[src/rtl/wpp_pkg.sv]
package wpp_pkg;

  localparam int unsigned HEADER_BYTES = 44;
  localparam int unsigned POS_W        = 6;

  typedef enum logic [1:0] {
    PH_IDLE    = 2'd0,
    PH_HEADER  = 2'd1,
    PH_PAYLOAD = 2'd2,
    PH_STOP    = 2'd3
  } phase_t;

  typedef enum logic [3:0] {
    ERR_NONE      = 4'd0,
    ERR_RIFF      = 4'd1,
    ERR_WAVE      = 4'd2,
    ERR_FMT       = 4'd3,
    ERR_NOT_PCM   = 4'd4,
    ERR_CHANNELS  = 4'd5,
    ERR_RATE      = 4'd6,
    ERR_BITS      = 4'd7,
    ERR_DATA_TAG  = 4'd8,
    ERR_EARLY_END = 4'd9
  } err_t;

  typedef enum logic {
    CFG_SAMPLE_RATE = 1'b0,
    CFG_BIT_DEPTH   = 1'b1
  } cfg_idx_t;

  localparam logic [POS_W-1:0] POS_FORMAT   = POS_W'(21);
  localparam logic [POS_W-1:0] POS_CHANNELS = POS_W'(23);
  localparam logic [POS_W-1:0] POS_RATE     = POS_W'(27);
  localparam logic [POS_W-1:0] POS_BITS     = POS_W'(35);
  localparam logic [POS_W-1:0] POS_LENGTH   = POS_W'(43);
  localparam logic [POS_W-1:0] POS_DONE     = POS_W'(HEADER_BYTES);

  localparam logic [15:0] PCM_FORMAT   = 16'd1;
  localparam logic [15:0] ONE_CHANNEL  = 16'd1;
  localparam logic [31:0] RESET_RATE   = 32'd48000;
  localparam logic [15:0] RESET_DEPTH  = 16'd16;

  typedef struct packed {
    logic       hit;
    logic [7:0] ch;
    err_t       err;
  } tag_t;

  typedef struct packed {
    logic [POS_W-1:0] byte_position;
    logic [31:0]      field_shift;
    logic [31:0]      bytes_remaining;
    logic [31:0]      stored_length;
    phase_t           parse_phase;
    err_t             error_latched;
  } state_t;

  typedef struct packed {
    logic [31:0] rate_req;
    logic [15:0] depth_req;
  } cfg_t;

  typedef struct packed {
    logic        sample_valid;
    logic [7:0]  sample_byte;
    logic        last_sample;
    logic        header_done;
    err_t        error_code;
    logic [31:0] data_length;
  } result_t;

  function automatic tag_t tag_expect(input logic [POS_W-1:0] pos);
    tag_t t;
    t.hit = 1'b1;
    t.ch  = 8'h00;
    t.err = ERR_NONE;
    unique case (pos)
      6'd0:    begin t.ch = "R"; t.err = ERR_RIFF;     end
      6'd1:    begin t.ch = "I"; t.err = ERR_RIFF;     end
      6'd2:    begin t.ch = "F"; t.err = ERR_RIFF;     end
      6'd3:    begin t.ch = "F"; t.err = ERR_RIFF;     end
      6'd8:    begin t.ch = "W"; t.err = ERR_WAVE;     end
      6'd9:    begin t.ch = "A"; t.err = ERR_WAVE;     end
      6'd10:   begin t.ch = "V"; t.err = ERR_WAVE;     end
      6'd11:   begin t.ch = "E"; t.err = ERR_WAVE;     end
      6'd12:   begin t.ch = "f"; t.err = ERR_FMT;      end
      6'd13:   begin t.ch = "m"; t.err = ERR_FMT;      end
      6'd14:   begin t.ch = "t"; t.err = ERR_FMT;      end
      6'd15:   begin t.ch = " "; t.err = ERR_FMT;      end
      6'd36:   begin t.ch = "d"; t.err = ERR_DATA_TAG; end
      6'd37:   begin t.ch = "a"; t.err = ERR_DATA_TAG; end
      6'd38:   begin t.ch = "t"; t.err = ERR_DATA_TAG; end
      6'd39:   begin t.ch = "a"; t.err = ERR_DATA_TAG; end
      default: t.hit = 1'b0;
    endcase
    return t;
  endfunction

endpackage

[src/rtl/wpp_step.sv]
module wpp_step (
  input  wpp_pkg::state_t  state_cur,
  input  wpp_pkg::cfg_t    cfg,
  input  logic [7:0]       byte_in,
  input  logic             first_byte,
  input  logic             end_of_file,
  output wpp_pkg::state_t  state_next,
  output wpp_pkg::result_t result
);
  import wpp_pkg::*;

  state_t      s0;
  tag_t        tag;
  logic [31:0] shifted;
  logic [31:0] remaining_dec;
  err_t        hdr_err;
  err_t        err;

  assign tag           = tag_expect(s0.byte_position);
  assign shifted       = {byte_in, s0.field_shift[31:8]};
  assign remaining_dec = s0.bytes_remaining - 32'd1;

  always_comb begin
    s0 = state_cur;
    if (first_byte) begin
      s0.byte_position   = '0;
      s0.field_shift     = '0;
      s0.bytes_remaining = '0;
      s0.stored_length   = '0;
      s0.error_latched   = ERR_NONE;
      s0.parse_phase     = PH_HEADER;
    end
  end

  always_comb begin
    priority if (tag.hit && byte_in != tag.ch) begin
      hdr_err = tag.err;
    end else if (s0.byte_position == POS_FORMAT && shifted[31:16] != PCM_FORMAT) begin
      hdr_err = ERR_NOT_PCM;
    end else if (s0.byte_position == POS_CHANNELS && shifted[31:16] != ONE_CHANNEL) begin
      hdr_err = ERR_CHANNELS;
    end else if (s0.byte_position == POS_RATE && shifted != cfg.rate_req) begin
      hdr_err = ERR_RATE;
    end else if (s0.byte_position == POS_BITS && shifted[31:16] != cfg.depth_req) begin
      hdr_err = ERR_BITS;
    end else begin
      hdr_err = ERR_NONE;
    end
  end

  // next state
  always_comb begin
    state_next = s0;
    err        = ERR_NONE;
    unique case (s0.parse_phase)
      PH_HEADER: begin
        state_next.field_shift = shifted;
        if (hdr_err != ERR_NONE) begin
          err = hdr_err;
        end else begin
          state_next.byte_position = s0.byte_position + POS_W'(1);
          if (s0.byte_position == POS_LENGTH) begin
            state_next.stored_length   = shifted;
            state_next.bytes_remaining = shifted;
            priority if (shifted == 32'd0) state_next.parse_phase = PH_STOP;
            else if (end_of_file)          err = ERR_EARLY_END;
            else                           state_next.parse_phase = PH_PAYLOAD;
          end else if (end_of_file) begin
            err = ERR_EARLY_END;
          end
        end
      end
      PH_PAYLOAD: begin
        state_next.bytes_remaining = remaining_dec;
        if (remaining_dec == 32'd0) state_next.parse_phase = PH_STOP;
        else if (end_of_file)       err = ERR_EARLY_END;
      end
      PH_IDLE, PH_STOP: begin
      end
    endcase
    if (err != ERR_NONE) begin
      state_next.error_latched = err;
      state_next.parse_phase   = PH_STOP;
    end
  end

  // outputs
  always_comb begin
    result.sample_valid = (s0.parse_phase == PH_PAYLOAD);
    result.sample_byte  = result.sample_valid ? byte_in : 8'h00;
    result.last_sample  = result.sample_valid && (remaining_dec == 32'd0);
    result.header_done  = (state_next.byte_position == POS_DONE);
    result.error_code   = state_next.error_latched;
    result.data_length  = state_next.stored_length;
  end

endmodule

[src/rtl/wav_pcm_header_parser.sv]
// Byte-stream WAV header checker: one file byte per transfer, one result per byte. An
// input register and a result register surround the parse logic, so a byte can be taken
// every cycle unless the result register is stalled; a byte waits in the input register
// until the result register is free to take its result. The rate is set by the single
// state update per byte. first_byte restarts parsing, the 44-byte header is checked for
// its tags, PCM format and one channel and against the configured sample rate and bit
// depth, payload bytes that follow pass through with last_sample on the final one, and
// error_code latches the first failure and holds until the next file start. The user
// must write configuration while no byte is in flight; the block does not enforce it.
module wav_pcm_header_parser (
  input  logic        clk,
  input  logic        rst,
  input  logic        cfg_we,
  input  logic        cfg_index,
  input  logic [31:0] cfg_data,
  input  logic        in_valid,
  output logic        in_stall,
  input  logic [7:0]  byte_in,
  input  logic        first_byte,
  input  logic        end_of_file,
  output logic        out_valid,
  input  logic        out_stall,
  output logic        sample_valid,
  output logic [7:0]  sample_byte,
  output logic        last_sample,
  output logic        header_done,
  output logic [3:0]  error_code,
  output logic [31:0] data_length
);
  import wpp_pkg::*;

  cfg_t       cfg;
  state_t     state;
  state_t     state_next;
  result_t    result_next;
  logic       in_full;
  logic [7:0] in_byte;
  logic       in_first;
  logic       in_eof;
  logic       accept;
  logic       advance;

  assign advance  = in_full && (!out_valid || !out_stall);
  assign in_stall = in_full && !advance;
  assign accept   = in_valid && !in_stall;

  always_ff @(posedge clk) begin
    if (rst) begin
      cfg.rate_req  <= RESET_RATE;
      cfg.depth_req <= RESET_DEPTH;
    end else if (cfg_we) begin
      unique case (cfg_idx_t'(cfg_index))
        CFG_SAMPLE_RATE: cfg.rate_req  <= cfg_data;
        CFG_BIT_DEPTH:   cfg.depth_req <= cfg_data[15:0];
      endcase
    end
  end

  always_ff @(posedge clk) begin
    if (rst) begin
      in_full <= 1'b0;
    end else begin
      in_full <= accept || (in_full && !advance);
    end
  end

  always_ff @(posedge clk) begin
    if (accept) begin
      in_byte  <= byte_in;
      in_first <= first_byte;
      in_eof   <= end_of_file;
    end
  end

  wpp_step u_step (
    .state_cur   (state),
    .cfg         (cfg),
    .byte_in     (in_byte),
    .first_byte  (in_first),
    .end_of_file (in_eof),
    .state_next  (state_next),
    .result      (result_next)
  );

  always_ff @(posedge clk) begin
    if (rst) begin
      state.byte_position   <= '0;
      state.field_shift     <= '0;
      state.bytes_remaining <= '0;
      state.stored_length   <= '0;
      state.parse_phase     <= PH_IDLE;
      state.error_latched   <= ERR_NONE;
    end else if (advance) begin
      state <= state_next;
    end
  end

  always_ff @(posedge clk) begin
    if (rst) begin
      out_valid <= 1'b0;
    end else begin
      out_valid <= advance || (out_valid && out_stall);
    end
  end

  always_ff @(posedge clk) begin
    if (advance) begin
      sample_valid <= result_next.sample_valid;
      sample_byte  <= result_next.sample_byte;
      last_sample  <= result_next.last_sample;
      header_done  <= result_next.header_done;
      error_code   <= result_next.error_code;
      data_length  <= result_next.data_length;
    end
  end

  a_err_stops: assert property (@(posedge clk) disable iff (rst)
    state.error_latched != ERR_NONE |-> state.parse_phase == PH_STOP)
    else $error("latched error while parser still running");

  a_payload_after_header: assert property (@(posedge clk) disable iff (rst)
    state.parse_phase == PH_PAYLOAD |-> state.byte_position == POS_DONE)
    else $error("payload phase before header complete");

  a_last_is_sample: assert property (@(posedge clk) disable iff (rst)
    out_valid && last_sample |-> sample_valid && header_done)
    else $error("last_sample without a payload byte");

  a_advance_fills_out: assert property (@(posedge clk) disable iff (rst)
    advance |=> out_valid)
    else $error("result register lost a transfer");

  a_no_accept_when_busy: assert property (@(posedge clk) disable iff (rst)
    in_full && out_valid && out_stall |-> in_stall)
    else $error("input register overwritten while blocked");

endmodule
[config.mk]
export PLATFORM = sky130hd
export DESIGN_NAME = wav_pcm_header_parser
export DESIGN_NICKNAME = d
export VERILOG_FILES = /design/src/rtl/wpp_pkg.sv /design/src/rtl/wpp_step.sv /design/src/rtl/wav_pcm_header_parser.sv
export SDC_FILE = /design/constraint.sdc
export NUM_CORES = 1
export LEC_CHECK = 0
export ABC_AREA = 1
export ABC_CLOCK_PERIOD_IN_PS = 5430
export BUFFER_PORTS_ARGS = -buffer_cell sky130_fd_sc_hd__clkbuf_2
export CAP_MARGIN = 20
export CORE_ASPECT_RATIO = 0.8
export CORE_UTILIZATION = 66
export DETAILED_ROUTE_END_ITERATION = 6
export PLACE_DENSITY = 0.85
export SLEW_MARGIN = 20
export SYNTH_ARGS = -nofsm -noshare
export SYNTH_HDL_FRONTEND = slang
export SYNTH_HIERARCHICAL = 1
export SYNTH_SLANG_ARGS = --single-unit
[constraint.sdc]
create_clock -name clk -period 5.43 [get_ports clk]
set_clock_uncertainty 0.05 [all_clocks]
set_input_delay 0.8145 -clock clk [delete_from_list [all_inputs] [get_ports clk]]
set_output_delay 0.8145 -clock clk [all_outputs]
set_load 0.02 [all_outputs]
-- After elaboration in Yosys (flattened, before gate mapping)
Cells that the tools add are included.
- flip-flop bits (word level): 207
- bits of input ports: 48
- output and inout port bits: 49
- logic and storage cells: 101
- add/sub/neg operators: 2
- eq/ne operators: 27
- multiplexer cells: 25
- bitwise operators: 1
- reductions and logical operators: 27
- operators with widths (kind ; number):
    $pmux W11 S14 ; 1
    $mux W66 ; 2
    $mux W108 ; 1
    $logic_not A32 Y1 ; 2
    $pmux W32 S2 ; 1
    $eq A6 B4 Y1 const B ; 8
    $eq A6 B6 Y1 const B ; 7
    $mux W38 ; 1
    $mux W4 ; 9
    $mux W32 ; 1
    $ne A32 B32 Y1 ; 1
    $sub A32 B1 Y32 const B ; 1
    $eq A6 B5 Y1 const B ; 3
    $ne A16 B1 Y1 const B ; 1
    $ne A16 B16 Y1 ; 1
    $reduce_or A16 Y1 ; 1
    $eq A6 B2 Y1 const B ; 2
    $mux W6 ; 2
    $logic_and A1 B1 Y1 ; 10
    $ne A8 B7 Y1 ; 1
    $pmux W4 S2 ; 1
    $reduce_bool A4 Y1 ; 2
    $add A6 B1 Y6 const B ; 1
    $eq A6 B1 Y1 const B ; 1
    12 further kinds ; 21

-- Longest topological paths before layout
Gate-level depths: netlist of the first run.
- word-level depth: 13
- mapped depth: 29

-- Hierarchy
The synthesis of the first run kept the hierarchy.
- by module, submodules not included (module ; times used ; cells each ; area an instance (um^2) ; sequential area each (um^2)):
    wav_pcm_header_parser ; 1 ; 1014 ; 8376.8 ; 4874.7
    wpp_step ; 1 ; 1053 ; 5221.3 ; 0.0

-- Worst setup path before layout of the first run
No wires, ideal clock.
- kind: register -> register
- start: reg in_full
- end: reg data_length[0] (enable)
- setup time: 0.467 ns
- arrival: 3.087 ns
- required time: 4.913 ns
- path slack: 1.826 ns
- cell stages (with the launch flop): 6
- path buffers: 3
- clock period less this slack: 3.604 ns
- cells stage by stage: dfxtp_1 -> buf_4 -> buf_4 -> buf_4 -> inv_1 -> a21oi_1
- longest elaborated chain between the ends: 1
- ends and longest elaborated chain (element ; line ; text):
    start, declared ; wav_pcm_header_parser.sv:36 ; logic in_full;
    start signal, assigned ; wav_pcm_header_parser.sv:63 ; in_full <= accept || (in_full && !advance);
    $logic_and A1 B1 Y1 ; wav_pcm_header_parser.sv:43 ; assign advance = in_full && (!out_valid || !out_stall);
    named net advance ; wav_pcm_header_parser.sv:41 ; logic advance;
    end signal, assigned ; wav_pcm_header_parser.sv:113 ; data_length <= result_next.data_length;
    end, declared ; wav_pcm_header_parser.sv:28 ; output logic [31:0] data_length
The timed path passes the listed nets, and every way through them passes these cells.
A chain may end at the register's enable or synchronous reset.

==> impl_metrics.sql, run 1 <==
INSERT INTO impl_metrics (metric_group, metric, value, unit) VALUES
('status', 'run_status', 'finished clean', ''),
('routing', 'route.detailed.drc', '0', ''),
('setup_path', 'timing.critical_path.arrival', '4490', 'ps'),
('grt', 'overall_track_demand_over_capacity_in_global_routing', '34.99', '%'),
('setup_path', 'worst-endpoint-required', '5840', 'ps'),
('setup_path', 'crit_path_start_kind', 'register', ''),
('placed_design', 'buffer_ports.inserted', '96', ''),
('routing', 'wirelength', '36.21', 'mm'),
('routing', 'detail_route.vias_per_cell', '5.765', ''),
('placed_design', 'place_congestion', '0.9204', ''),
('floorplan', 'placement_rows', '45', ''),
('setup_path', 'timing.critical_path.fanout_max', '72', ''),
('grt', 'first_global_vias', '11280', ''),
('placed_design', 'place.detailed.hpwl', '24.52', 'mm'),
('floorplan', 'start_util', '68.49', '%'),
('floorplan', 'design.die.area', '20550', 'um2'),
('pwr', 'power_per_cell_area', '299.4', 'nW/um2'),
('synthesis', 'synth_nets', '2055', ''),
('worst_hold_path', 'holdCritPathClass', 'in2reg', ''),
('clock_tree', 'clock_tree.root_cell', 'sky130_fd_sc_hd__clkbuf_16', ''),
('sta', 'worstMarginPinSlew', '1084', 'ps'),
('sta', 'rsz_0062_raised_after_global_routing', 'no', ''),
('routing', 'drtAntennaViolNets', '0', ''),
('clock_tree', 'post-cts-setup-buffer-count', '0', ''),
('synthesis', 'post_synth_instance_area', '13190', 'um2'),
('sta', 'report.final.slew_viol_count', '0', ''),
('setup_path', 'worstSetupEndpointType', 'register', ''),
('finish', 'final_layout_size_suffix_gt1_share', '11.39', '%'),
('synthesis', 'synth_warnings', '6', ''),
('floorplan', 'dieHeight', '128.4', 'um'),
('synthesis', 'synthCells', '2003', ''),
('synthesis', 'post_synth.cell_area_avg', '6.584', 'um2'),
('setup_path', 'timing.critical_path.from', 'in_first', ''),
('clock_tree', 'post_cts_resized', '0', ''),
('setup_path', 'crit_path_end', 'state[1]', ''),
('sta', 'finalHoldViolCount', '0', ''),
('sta', 'report.final.setup_viol', '0', ''),
('sta', 'relSlewSlack', '27.74', '%'),
('grt', 'pin_count_of_the_biggest_net_entering_global_routing', '202', ''),
('floorplan', 'core_area', '19260', 'um2'),
('clock_tree', 'h-tree-depth', '1', ''),
('clock_tree', 'clkTransAtPathRegs', '60', 'ps'),
('finish', 'final_nets', '2021', ''),
('sta', 'fin_crit_sh', '75.09', '%'),
('floorplan', 'fp.dieW', '160.0', 'um'),
('routing', 'drt-initial-drc-count', '1339', ''),
('grt', 'globalRoute.totalOverflow', '0', ''),
('finish', 'area_growth_syn_to_layout', '6.215', '%'),
('setup_path', 'regToRegEndpoint', 'state[1]', ''),
('floorplan', 'floorplan.io_pins', '97', ''),
('job', 'drv.max_cap_violation_count', '0', ''),
('grt', 'grt_pass1_wl', '58.06', 'mm'),
('setup_path', 'ff2ff_path_depth', '18', ''),
('clock_tree', 'tritoncts', 'built', ''),
('pwr', 'power.static_leakage', '6.371', 'nW'),
('setup_path', 'crit_type', 'reg2reg', ''),
('setup_path', 'r2r_slack', '1350', 'ps'),
('clock_tree', 'cts.sinks', '207', ''),
('setup_path', 'critical_path.reg2reg.startpoint', 'in_first', ''),
('sta', 'layout_min_cycle_time', '4077', 'ps'),
('routing', 'num_vias', '12940', ''),
('pwr', 'vdd.ir_drop.worst', '258.2', 'uV'),
('clock_tree', 'clk-insertion-delay-late', '530', 'ps'),
('pwr', 'design_power_total', '4.194', 'mW'),
('clock_tree', 'numCtsBuffers', '23', ''),
('sta', 'max_freq', '245.3', 'MHz'),
('clock_tree', 'max-clock-path-buffers', '3', ''),
('sta', 'fin_setup_tns', '0', 'ps'),
('routing', 'drt-wirelength-per-cell', '16.14', 'um'),
('grt', 'grt_antenna_before_repair', '0', ''),
('routing', 'drt_first_pass_iters', '6', ''),
('clock_tree', 'cts_stage_hold_buffer_count', '0', '');
## sequential cells by signal, indices dropped and copies added, names as in the netlist
| register | count |
|---|---|
| last_sample | 1 |
| in_full | 1 |
| cfg | 48 |
| state | 100 |
| sample_byte | 8 |
| error_code | 4 |
| sample_valid | 1 |
| in_eof | 1 |
| header_done | 1 |
| in_first | 1 |
| data_length | 32 |
| out_valid | 1 |
| in_byte | 8 |
## stage by stage
step	util, %	area [um2]	hold slack, ps	instances	setup slack (ps)
2_1_floorplan	-	13190	401.6	2003	1826
3_3_place_gp	68.50	13190	410.6	2200	1631
3_5_place_dp	68.64	13220	419.2	2201	1498
4_1_cts	72.59	13980	417.3	2242	1449
5_1_grt	72.73	14000	421.8	2243	1108
6_report	72.74	14010	428.2	2244	1353
## worst min-delay path by stage
stage	slack (ps)	startpoint	endpoint	cells after the start
after floorplan	400	state[0]	state[0]	2
after global placement	410	state[82]	state[82]	2
after detailed placement	420	state[85]	state[85]	2
after CTS	420	byte_in[0]	in_byte[0]	1
after global routing	420	byte_in[2]	in_byte[2]	1
final	430	byte_in[0]	in_byte[0]	1
## cell type report
cell class	count	area, um2
well taps	258	322.8
fillers	1619	5249
clock inverters	10	113.9
diodes	1	2.502
flip-flops and latches	207	4718
clock buffers	31	645.6
inverters	221	837.1
repair buffers	107	603.1
multi-input cells	1409	6764
## where the power goes
group | internal [mW] | leakage, nW | switching [mW]
Sequential | 1.69 | 1.80 | 0.0828
Combinational | 0.284 | 4.20 | 0.558
Clock | 0.930 | 0.367 | 0.653
Total | 2.90 | 6.37 | 1.29
## placed cells by master, fill, tap and decap left out, types with 3 or more instances in the layout
cell type and instances:
sky130_fd_sc_hd__nand4_1 22, sky130_fd_sc_hd__nand2_2 33, sky130_fd_sc_hd__buf_4 9, sky130_fd_sc_hd__xor2_1 38, sky130_fd_sc_hd__o221ai_1 6, sky130_fd_sc_hd__nand2_1 451
sky130_fd_sc_hd__o21ai_2 4, sky130_fd_sc_hd__a21oi_1 119, sky130_fd_sc_hd__nand2_4 4, sky130_fd_sc_hd__nor2_4 6, sky130_fd_sc_hd__inv_1 204, sky130_fd_sc_hd__nor2_1 284
sky130_fd_sc_hd__xnor2_1 26, sky130_fd_sc_hd__nor4_1 7, sky130_fd_sc_hd__nand3_1 177, sky130_fd_sc_hd__nor2_2 7, sky130_fd_sc_hd__clkbuf_1 4, sky130_fd_sc_hd__clkbuf_8 4
sky130_fd_sc_hd__inv_2 13, sky130_fd_sc_hd__clkinv_2 3, sky130_fd_sc_hd__dfxtp_1 149, sky130_fd_sc_hd__a31oi_1 18, sky130_fd_sc_hd__clkinv_1 4, sky130_fd_sc_hd__o21ai_1 4
sky130_fd_sc_hd__nor3_1 11, sky130_fd_sc_hd__clkbuf_2 96, sky130_fd_sc_hd__nand3b_1 26, sky130_fd_sc_hd__or2_2 6, sky130_fd_sc_hd__ha_1 3, sky130_fd_sc_hd__o21ai_0 142
sky130_fd_sc_hd__clkbuf_16 23, sky130_fd_sc_hd__edfxtp_1 57
## metal layers
metal	share of wire [%]	global-route usage, %	routed length [um]	vias up
li1	-	-	-	6309
met1	44	50.52	16030	5859
met2	42	53.22	15160	677
met3	11	6.093	3989	91
met4	2.9	11.32	1038	0
met5	0	0	0	-
## critical path, stage by stage, from the launching register on
cell and delay, ps:
sky130_fd_sc_hd__edfxtp_1 580, sky130_fd_sc_hd__inv_6 510, sky130_fd_sc_hd__nand3_1 410, sky130_fd_sc_hd__nor2_1 270, sky130_fd_sc_hd__inv_1 110, sky130_fd_sc_hd__nor2_4 100, sky130_fd_sc_hd__buf_4 570, sky130_fd_sc_hd__nand4_1 290
sky130_fd_sc_hd__nand2_1 130, sky130_fd_sc_hd__nand3_1 110, sky130_fd_sc_hd__nand3_1 100, sky130_fd_sc_hd__nand2_1 80, sky130_fd_sc_hd__nand2_2 130, sky130_fd_sc_hd__nand4_1 110, sky130_fd_sc_hd__nand2_1 140, sky130_fd_sc_hd__inv_1 60
sky130_fd_sc_hd__nand3_1 80, sky130_fd_sc_hd__nand2_1 60, sky130_fd_sc_hd__nor2_1 100
Power figures use the tool's default switching activity.
==> run 2: changes to the inputs <==
Settings changed: ABC_CLOCK_PERIOD_IN_PS 5430 to 3920, CORE_UTILIZATION 66 to 62, PLACE_DENSITY 0.85 to 0.81.
Clock period 5.43 ns to 3.92 ns, I/O delays scaled along.
==> run 2 against run 1 <==
  * Via count shrank 0.56%
  * Setup slack lost 930 ps
  * Register-to-register slack lost 930 ps
  * Sequential power grew 38%
  * Final cell count grew 1.3%
  * Maximum frequency grew 17%
  * Design area grew 1.2%
  * Sequential cell count is the same
  * Utilization shrank 4.5 points
  * Critical endpoint is now state[5]
  * Combinational power grew 43%
  * Clock power grew 38%
  * Sequential share of layout area shrank 0.40 points
  * Critical path type unchanged
==> impl_metrics.sql, run 2 (synthesized netlist as in run 1, its figures left out) <==
INSERT INTO impl_metrics (metric_group, metric, value, unit) VALUES
('clock_tree', 'h-tree-depth', '1', ''),
('finish', 'multi_input_comb_area', '6769', 'um2'),
('clock_tree', 'clkTransAtPathRegs', '60', 'ps'),
('finish', 'area.sequential', '4718', 'um2'),
('sta', 'report.final.slew_viol_count', '0', ''),
('finish', 'final_layout_size_suffix_gt1_share', '12.18', '%'),
('floorplan', 'design.die.area', '21860', 'um2'),
('routing', 'detail_route.vias_per_cell', '5.659', ''),
('finish', 'layout_commonest_cell', 'sky130_fd_sc_hd__nand2_1', ''),
('grt', 'grt_pass1_wl', '58.93', 'mm'),
('clock_tree', 'cts.sinks', '207', ''),
('pwr', 'power.static_leakage', '6.464', 'nW'),
('sta', 'rsz_0062_raised_after_global_routing', 'no', ''),
('sta', 'max_freq', '285.8', 'MHz'),
('grt', 'grt_antenna_before_repair', '2', ''),
('clock_tree', 'post_cts_resized', '0', ''),
('setup_path', 'worst-endpoint-required', '4280', 'ps'),
('sta', 'layout_min_cycle_time', '3499', 'ps'),
('clock_tree', 'max-clock-path-buffers', '3', ''),
('finish', 'largest_reg_flops', '100', ''),
('setup_path', 'timing.critical_path.arrival', '3860', 'ps'),
('finish', 'largest_registers_in_the_final_layout', 'state (100), cfg (48), data_length (32)', ''),
('worst_hold_path', 'holdCritPathClass', 'in2reg', ''),
('job', 'drv.max_cap_violation_count', '0', ''),
('grt', 'pin_count_of_the_biggest_net_entering_global_routing', '171', ''),
('routing', 'num_vias', '12860', ''),
('grt', 'overall_track_demand_over_capacity_in_global_routing', '34.00', '%'),
('setup_path', 'crit_path_start_kind', 'register', ''),
('finish', 'area_growth_syn_to_layout', '7.495', '%'),
('placed_design', 'buffer_ports.inserted', '96', ''),
('setup_path', 'timing.critical_path.fanout_max', '52', ''),
('sta', 'worstMarginPinSlew', '1003', 'ps'),
('placed_design', 'place_congestion', '0.9874', ''),
('placed_design', 'place.detailed.hpwl', '25.44', 'mm'),
('clock_tree', 'clk-insertion-delay-late', '520', 'ps'),
('routing', 'route.detailed.drc', '0', ''),
('floorplan', 'placement_rows', '47', ''),
('finish', 'final_cell_mix', '451 x sky130_fd_sc_hd__nand2_1, 284 x sky130_fd_sc_hd__nor2_1, 204 x sky130_fd_sc_hd__inv_1, 176 x sky130_fd_sc_hd__nand3_1, 149 x sky130_fd_sc_hd__dfxtp_1', ''),
('clock_tree', 'tritoncts', 'built', ''),
('status', 'run_status', 'finished clean', ''),
('clock_tree', 'numCtsBuffers', '22', ''),
('floorplan', 'fp.dieW', '165.1', 'um'),
('setup_path', 'critical_path.reg2reg.startpoint', 'in_first', ''),
('setup_path', 'timing.critical_path.from', 'in_first', ''),
('floorplan', 'floorplan.io_pins', '97', ''),
('routing', 'drt-initial-drc-count', '1697', ''),
('sta', 'finalHoldViolCount', '0', ''),
('finish', 'n_fill_cell', '1802', ''),
('finish', 'antenna_cells_inserted', '0', ''),
('floorplan', 'start_util', '63.53', '%'),
('floorplan', 'dieHeight', '132.4', 'um'),
('clock_tree', 'post-cts-setup-buffer-count', '0', ''),
('floorplan', 'core_area', '20760', 'um2'),
('setup_path', 'crit_type', 'reg2reg', ''),
('sta', 'fin_setup_tns', '0', 'ps'),
('finish', 'final_nets', '2040', ''),
('setup_path', 'r2r_slack', '420', 'ps'),
('sta', 'fin_crit_sh', '89.27', '%'),
('sta', 'holdWs', '192.6', 'ps'),
('routing', 'drtAntennaViolNets', '0', ''),
('sta', 'relSlewSlack', '33.16', '%'),
('routing', 'drt-wirelength-per-cell', '16.27', 'um'),
('routing', 'drt_first_pass_iters', '7', ''),
('setup_path', 'worstSetupEndpointType', 'register', ''),
('grt', 'globalRoute.totalOverflow', '0', ''),
('sta', 'report.final.setup_viol', '0', ''),
('grt', 'first_global_vias', '11270', ''),
('clock_tree', 'clock_tree.root_cell', 'sky130_fd_sc_hd__clkbuf_16', ''),
('finish', 'regMostFlops', 'state', ''),
('clock_tree', 'cts_stage_hold_buffer_count', '0', ''),
('routing', 'wirelength', '36.97', 'mm'),
('pwr', 'vdd.ir_drop.worst', '428.7', 'uV'),
('worst_hold_path', 'timing.hold.worst.start', 'byte_in[0]', ''),
('pwr', 'power_per_cell_area', '410.9', 'nW/um2');
## run 2: routing by layer
layer  global-route usage (%)  routed length (um)
met1                    51.44               16400
met2                    48.56               15330
met3                    6.050                4121
met4                    10.70                1090
met5                        0                  23
## run 2: path summary, 6_finish.rpt
kind,endpoint,cells after the start
worst max-delay path,state[5],24
worst min-delay path,in_byte[0],1
worst max register to register,state[5],24
worst min register to register,state[94],2
## run 2: cell type report
type	count	area share, %
Sequential cell	207	33.28
Tap cell	269	2.374
Multi-Input combinational cell	1409	47.75
Clock inverter	8	0.6267
Inverter	221	5.922
Clock buffer	32	4.660
Timing Repair Buffer	127	5.384
## run 2: metrics by stage
stage / util, % / setup slack [ps] / cells / area, um2 / total power, mW
2_1_floorplan: - / 315.6 / 2003 / 13190 / 3.402
3_3_place_gp: 64.64 / 533.4 / 2233 / 13420 / 3.626
3_5_place_dp: 64.64 / 441.2 / 2233 / 13420 / 3.654
4_1_cts: 68.25 / 441.3 / 2273 / 14170 / 5.806
5_1_grt: 68.29 / 20.86 / 2273 / 14180 / 6.070
6_report: 68.29 / 420.7 / 2273 / 14180 / 5.825
## run 2: report_power, final
group	switching, mW	internal, mW
Clock	0.884	1.30
Sequential	0.104	2.33
Combinational	0.792	0.411
Total	1.78	4.04
## run 2: critical path: stages (launching register included)
cell and delay [ps]:
sky130_fd_sc_hd__edfxtp_1 470, sky130_fd_sc_hd__inv_8 310, sky130_fd_sc_hd__nand2_1 200, sky130_fd_sc_hd__ha_1 280, sky130_fd_sc_hd__nand3_4 120, sky130_fd_sc_hd__nor2_4 60, sky130_fd_sc_hd__nand2_1 170, sky130_fd_sc_hd__inv_1 80
sky130_fd_sc_hd__nand2_1 70, sky130_fd_sc_hd__xor2_1 190, sky130_fd_sc_hd__nand2_1 80, sky130_fd_sc_hd__nor2_1 110, sky130_fd_sc_hd__nand2_1 50, sky130_fd_sc_hd__nor2_1 150, sky130_fd_sc_hd__nand3_1 190, sky130_fd_sc_hd__nand3_2 120
sky130_fd_sc_hd__nand2_2 80, sky130_fd_sc_hd__nand2_4 80, sky130_fd_sc_hd__nand2_2 80, sky130_fd_sc_hd__inv_2 80, sky130_fd_sc_hd__nand3_1 60, sky130_fd_sc_hd__inv_1 50, sky130_fd_sc_hd__nand3_1 70, sky130_fd_sc_hd__nand2_1 120
sky130_fd_sc_hd__nor2_1 40
